File: config.mk
export PLATFORM = sky130hd
export DESIGN_NAME = iocr_ctrl
export DESIGN_NICKNAME = d
export VERILOG_FILES = /design/src/hw/rtl/in_order_completion_reorder_macros.svh /design/src/hw/rtl/iocr_pkg.sv /design/src/hw/rtl/iocr_ctrl.sv
export SDC_FILE = /design/constraint.sdc
export NUM_CORES = 1
export LEC_CHECK = 0
export ABC_AREA = 1
export BUFFER_PORTS_ARGS = -buffer_cell sky130_fd_sc_hd__buf_2
export CORE_AREA = 2 2 39 41
export CTS_CLUSTER_DIAMETER = 200
export DETAILED_ROUTE_END_ITERATION = 12
export DIE_AREA = 0 0 41 43
export PLACE_DENSITY = 0.63
export SLEW_MARGIN = 20
export SYNTH_ARGS = -nofsm -noshare
export SYNTH_HDL_FRONTEND = slang
export SYNTH_SLANG_ARGS = --single-unit
File: constraint.sdc
create_clock -name clk -period 1.6 [get_ports clk]
set_clock_uncertainty 0.15 [all_clocks]
set_input_delay 0.24 -clock clk [delete_from_list [all_inputs] [get_ports clk]]
set_output_delay 0.24 -clock clk [all_outputs]
set_load 0.03 [all_outputs]
File: src/hw/rtl/in_order_completion_reorder_macros.svh
// ----------------------------------------------------------------------------
// in_order_completion_reorder assertion macros
// shared concurrent assertion forms, sampled on clk, quiet during reset
// ----------------------------------------------------------------------------
`ifndef IN_ORDER_COMPLETION_REORDER_MACROS_SVH
`define IN_ORDER_COMPLETION_REORDER_MACROS_SVH

// same-cycle implication
`define IOCR_ASSERT_IMP(lbl, ante, cons, msg) \
    lbl: assert property (@(posedge clk) disable iff (!rst_n) (ante) |-> (cons)) \
        else $error(msg);

// next-cycle implication
`define IOCR_ASSERT_NXT(lbl, ante, cons, msg) \
    lbl: assert property (@(posedge clk) disable iff (!rst_n) (ante) |=> (cons)) \
        else $error(msg);

`endif

File: src/hw/rtl/iocr_pkg.sv
`timescale 1ns / 1ps
// ----------------------------------------------------------------------------
// iocr_pkg
// shared constants, state encoding and controller/datapath interface types
// ----------------------------------------------------------------------------
package iocr_pkg;

    localparam int SLOTS_DEF  = 64;
    localparam int MAX_RUN    = 64;
    localparam int RUN_W      = $clog2(MAX_RUN + 1);

    localparam int FNUM_W     = 32;
    localparam int HANDLE_W   = 16;
    localparam int BYTES_W    = 24;
    localparam int TS_W       = 64;
    localparam int CNT_W      = 32;
    localparam int DESC_W     = HANDLE_W + BYTES_W + TS_W;

    localparam int IN_RAW_W   = FNUM_W + DESC_W;
    localparam int IN_DATA_W  = ((IN_RAW_W + 7) / 8) * 8;
    localparam int OUT_RAW_W  = FNUM_W + DESC_W + 2 * CNT_W;
    localparam int OUT_DATA_W = ((OUT_RAW_W + 7) / 8) * 8;

    // slot index remainder is built this many sequence bits per cycle
    localparam int MOD_BITS   = 4;
    localparam int MOD_STEPS  = FNUM_W / MOD_BITS;
    localparam int MOD_CNT_W  = $clog2(MOD_STEPS);

    typedef enum logic [2:0] {
        ST_CLEAR,
        ST_IDLE,
        ST_MOD,
        ST_WRITE,
        ST_READ,
        ST_CHECK,
        ST_STATUS
    } state_t;

    typedef struct packed {
        logic cap;
        logic cnt_drop;
        logic mod_step;
        logic store;
        logic take;
        logic push_hold;
        logic push_final;
        logic clr_step;
    } cmd_t;

    typedef struct packed {
        logic in_ok;
        logic slot_rdy;
        logic run_full;
        logic hold_valid;
        logic out_free;
        logic sweep_last;
        logic mod_last;
    } sts_t;

endpackage

File: src/hw/rtl/iocr_ctrl.sv
`timescale 1ns / 1ps
// ----------------------------------------------------------------------------
// iocr_ctrl
// sequencer: clearing pass, report intake, slot write and in-order drain
// ----------------------------------------------------------------------------
module iocr_ctrl #(
    parameter int SLOTS = iocr_pkg::SLOTS_DEF
) (
    input  logic            clk,
    input  logic            rst_n,
    input  logic            in_valid,
    output logic            in_ready,
    input  iocr_pkg::sts_t  sts,
    output iocr_pkg::cmd_t  cmd
);

    localparam bit IS_POW2 = (SLOTS & (SLOTS - 1)) == 0;

    iocr_pkg::state_t state_reg;
    iocr_pkg::state_t state_next;
    logic             can_take;

    assign can_take = sts.slot_rdy && !sts.run_full;

    always_ff @(posedge clk or negedge rst_n)
    begin
        if (!rst_n)
        begin
            state_reg <= iocr_pkg::ST_CLEAR;
        end
        else
        begin
            state_reg <= state_next;
        end
    end

    always_comb
    begin
        state_next = state_reg;
        unique case (state_reg)
            iocr_pkg::ST_CLEAR:
            begin
                if (sts.sweep_last)
                begin
                    state_next = iocr_pkg::ST_IDLE;
                end
            end
            iocr_pkg::ST_IDLE:
            begin
                if (in_valid)
                begin
                    if (!sts.in_ok)
                    begin
                        state_next = iocr_pkg::ST_STATUS;
                    end
                    else if (IS_POW2)
                    begin
                        state_next = iocr_pkg::ST_WRITE;
                    end
                    else
                    begin
                        state_next = iocr_pkg::ST_MOD;
                    end
                end
            end
            iocr_pkg::ST_MOD:
            begin
                if (sts.mod_last)
                begin
                    state_next = iocr_pkg::ST_WRITE;
                end
            end
            iocr_pkg::ST_WRITE:
            begin
                state_next = iocr_pkg::ST_READ;
            end
            iocr_pkg::ST_READ:
            begin
                state_next = iocr_pkg::ST_CHECK;
            end
            iocr_pkg::ST_CHECK:
            begin
                if (can_take)
                begin
                    if (!sts.hold_valid || sts.out_free)
                    begin
                        state_next = iocr_pkg::ST_READ;
                    end
                end
                else if (sts.out_free)
                begin
                    state_next = iocr_pkg::ST_IDLE;
                end
            end
            iocr_pkg::ST_STATUS:
            begin
                if (sts.out_free)
                begin
                    state_next = iocr_pkg::ST_IDLE;
                end
            end
            default:
            begin
                state_next = iocr_pkg::ST_CLEAR;
            end
        endcase
    end

    always_comb
    begin
        cmd      = '0;
        in_ready = 1'b0;
        unique case (state_reg)
            iocr_pkg::ST_CLEAR:
            begin
                cmd.clr_step = 1'b1;
            end
            iocr_pkg::ST_IDLE:
            begin
                in_ready     = 1'b1;
                cmd.cap      = in_valid;
                cmd.cnt_drop = in_valid && !sts.in_ok;
            end
            iocr_pkg::ST_MOD:
            begin
                cmd.mod_step = 1'b1;
            end
            iocr_pkg::ST_WRITE:
            begin
                cmd.store = 1'b1;
            end
            iocr_pkg::ST_READ:
            begin
                cmd = '0;
            end
            iocr_pkg::ST_CHECK:
            begin
                if (can_take)
                begin
                    // the held frame is not last: another one follows it
                    cmd.take      = !sts.hold_valid || sts.out_free;
                    cmd.push_hold = sts.hold_valid && sts.out_free;
                end
                else
                begin
                    cmd.push_final = sts.out_free;
                end
            end
            iocr_pkg::ST_STATUS:
            begin
                cmd.push_final = sts.out_free;
            end
            default:
            begin
                cmd = '0;
            end
        endcase
    end

endmodule

**Word level (Yosys, flattened, before mapping)**

Index checks and enable logic that the tools add are counted.

- Equal/unequal tests: 10
- Multiplexer cells: 17
- Reductions and logical operators: 9

Operator list:

| cell | number |
|---|---|
| $mux 3 | 7 |
| $pmux 3 s7 | 1 |
| $eq 3x3->1 const B | 3 |
| $eq 3x2->1 const B | 2 |
| $mux 2 | 3 |
| $ne 2x2->1 const B | 3 |
| $mux 1 | 5 |
| $reduce_and 4->1 | 1 |
| $eq 3x1->1 const B | 1 |
| $logic_and 1x1->1 | 3 |
| $logic_not 1->1 | 3 |
| $logic_not 3->1 | 1 |
| $ne 3x3->1 const B | 1 |
| $pmux 1 s2 | 1 |
| $logic_or 1x1->1 | 1 |

- Bits in registers: 3
- Input bits: 10
- Output and inout bits: 9
- Logic and storage cells: 37

**Depth between registers and ports, before layout**

- Depth in word-level cells: 5
- Mapped depth: 8
- Gate-level depth less buffers: 8

**Least setup slack after synthesis**

OpenSTA, ideal clock, no wires.

- Path type: reg-to-output
- Start: reg state_reg[1]
- End: out cmd[1] (netlist bit)
- Arrival time: 1.364 ns
- Required time: 1.210 ns
- Slack: -0.154 ns
- Cell stages (with the launch flop): 4
- Path buffers: 0
- Cell sequence: dfrtp_1 inv_2 nand2_4 o31ai_1

RTL lines:

| what | line | text |
|---|---|---|
| from (decl) | iocr_ctrl.sv:19 | `iocr_pkg::state_t state_reg;` |
| from (signal assigned) | iocr_ctrl.sv:29 | `state_reg <= iocr_pkg::ST_CLEAR;` |
| from (signal assigned) | iocr_ctrl.sv:33 | `state_reg <= state_next;` |
| to (decl) | iocr_ctrl.sv:14 | `output iocr_pkg::cmd_t cmd` |

==> flow_metrics.env <==
export IMPL_synth_most_common_cell="nand2_1"
export IMPL_grt_pass1_wl_um=1550
export IMPL_placed_area_um2=487
export IMPL_globalplace_congestion=0.846
export IMPL_drv_cap=0
export IMPL_antenna_found_initial=0
export IMPL_synthDistinctLibCells=18
export IMPL_grt_start_max_net_pins=9
export IMPL_vias_per_cell=4.45
export IMPL_drive_gt1_share_pct=48.3
export IMPL_cts_buffers=3
export IMPL_largest_reg_flops=3
export IMPL_hpwl_um=707
export IMPL_cts_sinks=3
export IMPL_critPathKind="reg -> out"
export IMPL_synth_yosys_seq_area_share_pct=20.6
export IMPL_min_period_ns=1.64
export IMPL_setup_viol=3
export IMPL_htree_levels=1
export IMPL_cts_tree="yes"
export IMPL_wl_per_cell_um=9.25
export IMPL_min_path_type="in -> reg"
export IMPL_nets=100
export IMPL_rsz0062_at_grt="yes"
export IMPL_initial_core_util_pct=26.3
export IMPL_die_w_um=41
export IMPL_worst_pin_slew_ns=0.207
export IMPL_root_buffer="clkbuf_4"
export IMPL_hold_depth=4
export IMPL_core_area_um2=1380
export IMPL_vias=467
export IMPL_drt_initial_drc_count=0
export IMPL_dr_pass1_iters=1
export IMPL_netlist_area_um2=364
export IMPL_synth_top_area_share_pct=20.6
export IMPL_failed_checks="negative setup slack"
export IMPL_slew_viol_final=0
export IMPL_path_clk_slew_ns=0.03
export IMPL_crit_path_start_kind="flip-flop"
export IMPL_grt_usage_pct=13.0
export IMPL_ff2ff_path_depth=6
export IMPL_fin_setup_tns_ns=-0.113
export IMPL_syn_area_per_cell_um2=6.07
export IMPL_finalWirelength_um=971
export IMPL_clockBufferDepth=2
export IMPL_io_buffers=18
export IMPL_stdcell_area_um2=597
export IMPL_drtAntennaViolNets=0
export IMPL_clk_latency_ns=0.24
export IMPL_drc=0
export IMPL_p_per_area_nw_per_um2=1870
export IMPL_synth_area_leaders="dfrtp_1 21%, nand2_1 16%, nand3_1 12%, inv_1 9.3%, nor2_4 6.2%"
export IMPL_synth_edff_count=0
export IMPL_synthTopCellsByCount="16 x nand2_1, 9 x inv_1, 9 x nand3_1, 4 x nor2_1"
export IMPL_ys_ff_latch=3
export IMPL_irDropWorstVdd_mv=0.568
export IMPL_io_pins=19
export IMPL_pre_cts_slack_ns=0.0649
export IMPL_setup_ws_ns=-0.0415
export IMPL_end_kind="primary output"
export IMPL_hold_viol_final=0
export IMPL_first_global_vias=411
export IMPL_maxSlewHeadroom_pct=86.1
export IMPL_fmax_mhz=609
export IMPL_arrival_ns=1.25
export IMPL_yosysWarnings=0
export IMPL_die_h_um=43
export IMPL_synth_area_leader_cell="dfrtp_1"
export IMPL_post_route_period_util_pct=103
export IMPL_required_ns=1.21
export IMPL_diodes=0
export IMPL_power_leakage_nw=0.346
export IMPL_status="finished with violations"
export IMPL_area_delta_synth_final_pct=63.9
export IMPL_die_area_um2=1760
export IMPL_grt_overflow=0
export IMPL_synth_cells=60
export IMPL_async_flop_share_pct=100
export IMPL_cp_max_fo=4
export IMPL_postSynthNetCount=70
export IMPL_synth_ff_type="dfrtp_1"
export IMPL_rows=14
cells in the final DEF, fill, tap and decap left out, types with 2 or more instances in the layout:
cell,n
buf_2,11
buf_4,11
clkbuf_4,4
dfrtp_1,2
inv_1,9
nand2_1,16
nand2_2,3
nand3_1,7
nand3_2,3
nand4_1,2
nor2_1,4
nor2_4,2
nor3_2,2
per-layer routing:
layer	up-vias	global-route usage (%)	share of wire, %
met3	3	3.14	6.8
met5	-	0	0
met4	0	8.00	1.6
met1	198	14.9	40
li1	249	-	-
met2	17	20.3	52
where the power goes:
part / leakage, nW / switching, mW / total, mW / internal (mW)
combinational: 0.296 / 0.483 / 0.801 / 0.318
sequential: 0.0358 / 0.0584 / 0.177 / 0.119
clock: 0.0150 / 0.0434 / 0.137 / 0.0937
path summary, 6_finish.rpt:
path,from,endpoint,slack (ns)
max,state_reg[1]$_DFFE_PN0P_,cmd[3],-0.04
min in group asynchronous,rst_n,state_reg[2]$_DFFE_PN0P_,0.17
max in group asynchronous,rst_n,state_reg[0]$_DFFE_PN0P_,1.02
min reg2reg,state_reg[0]$_DFFE_PN0P_,state_reg[1]$_DFFE_PN0P_,0.55
max reg2reg,state_reg[0]$_DFFE_PN0P_,state_reg[0]$_DFFE_PN0P_,0.20
min,sts[0],state_reg[1]$_DFFE_PN0P_,0.15
logic make-up after synthesis:
kind of cell	share of synthesized area, %
buffers and inverters	14.4
AND/OR/NAND/NOR	58.1
AO/OA/AOI/OAI	6.87
flip-flops	20.6
critical path: stages, from the launching register on:
cell     delay (ns)
dfrtp_1        0.38
inv_2          0.13
nand2_4        0.07
nor2_4         0.09
nand3_2        0.08
a21oi_2        0.12
buf_6          0.14
layout make-up:
class	instances	area (um2)
inverters	11	43.8
flip-flops and latches	3	76.3
clock buffers	4	26.3
fillers	157	787
multi-input cells	45	260
repair buffers	26	170
well taps	16	20.0
through the flow:
stage | hold slack [ns] | utilization, % | std cells | power [mW]
2_1_floorplan | -0.206 | - | 60 | 0.691
3_3_place_gp | -0.115 | 35.2 | 95 | 0.832
3_5_place_dp | -0.115 | 35.2 | 95 | 0.838
4_1_cts | 0.158 | 41.1 | 103 | 1.06
5_1_grt | 0.184 | 43.1 | 105 | 1.20
6_report | 0.145 | 43.1 | 105 | 1.12
what timing repair did:
action                                  in CTS  in global routing
hold buffers                                 1                  0
resized for setup                            9                  5
pin swaps                                    2                  1
buffers inserted                             3                  2
endpoints found under the setup margin       8                  7
hold endpoints to repair                     3                  0
Note: power is estimated with default switching activity, not from simulation.
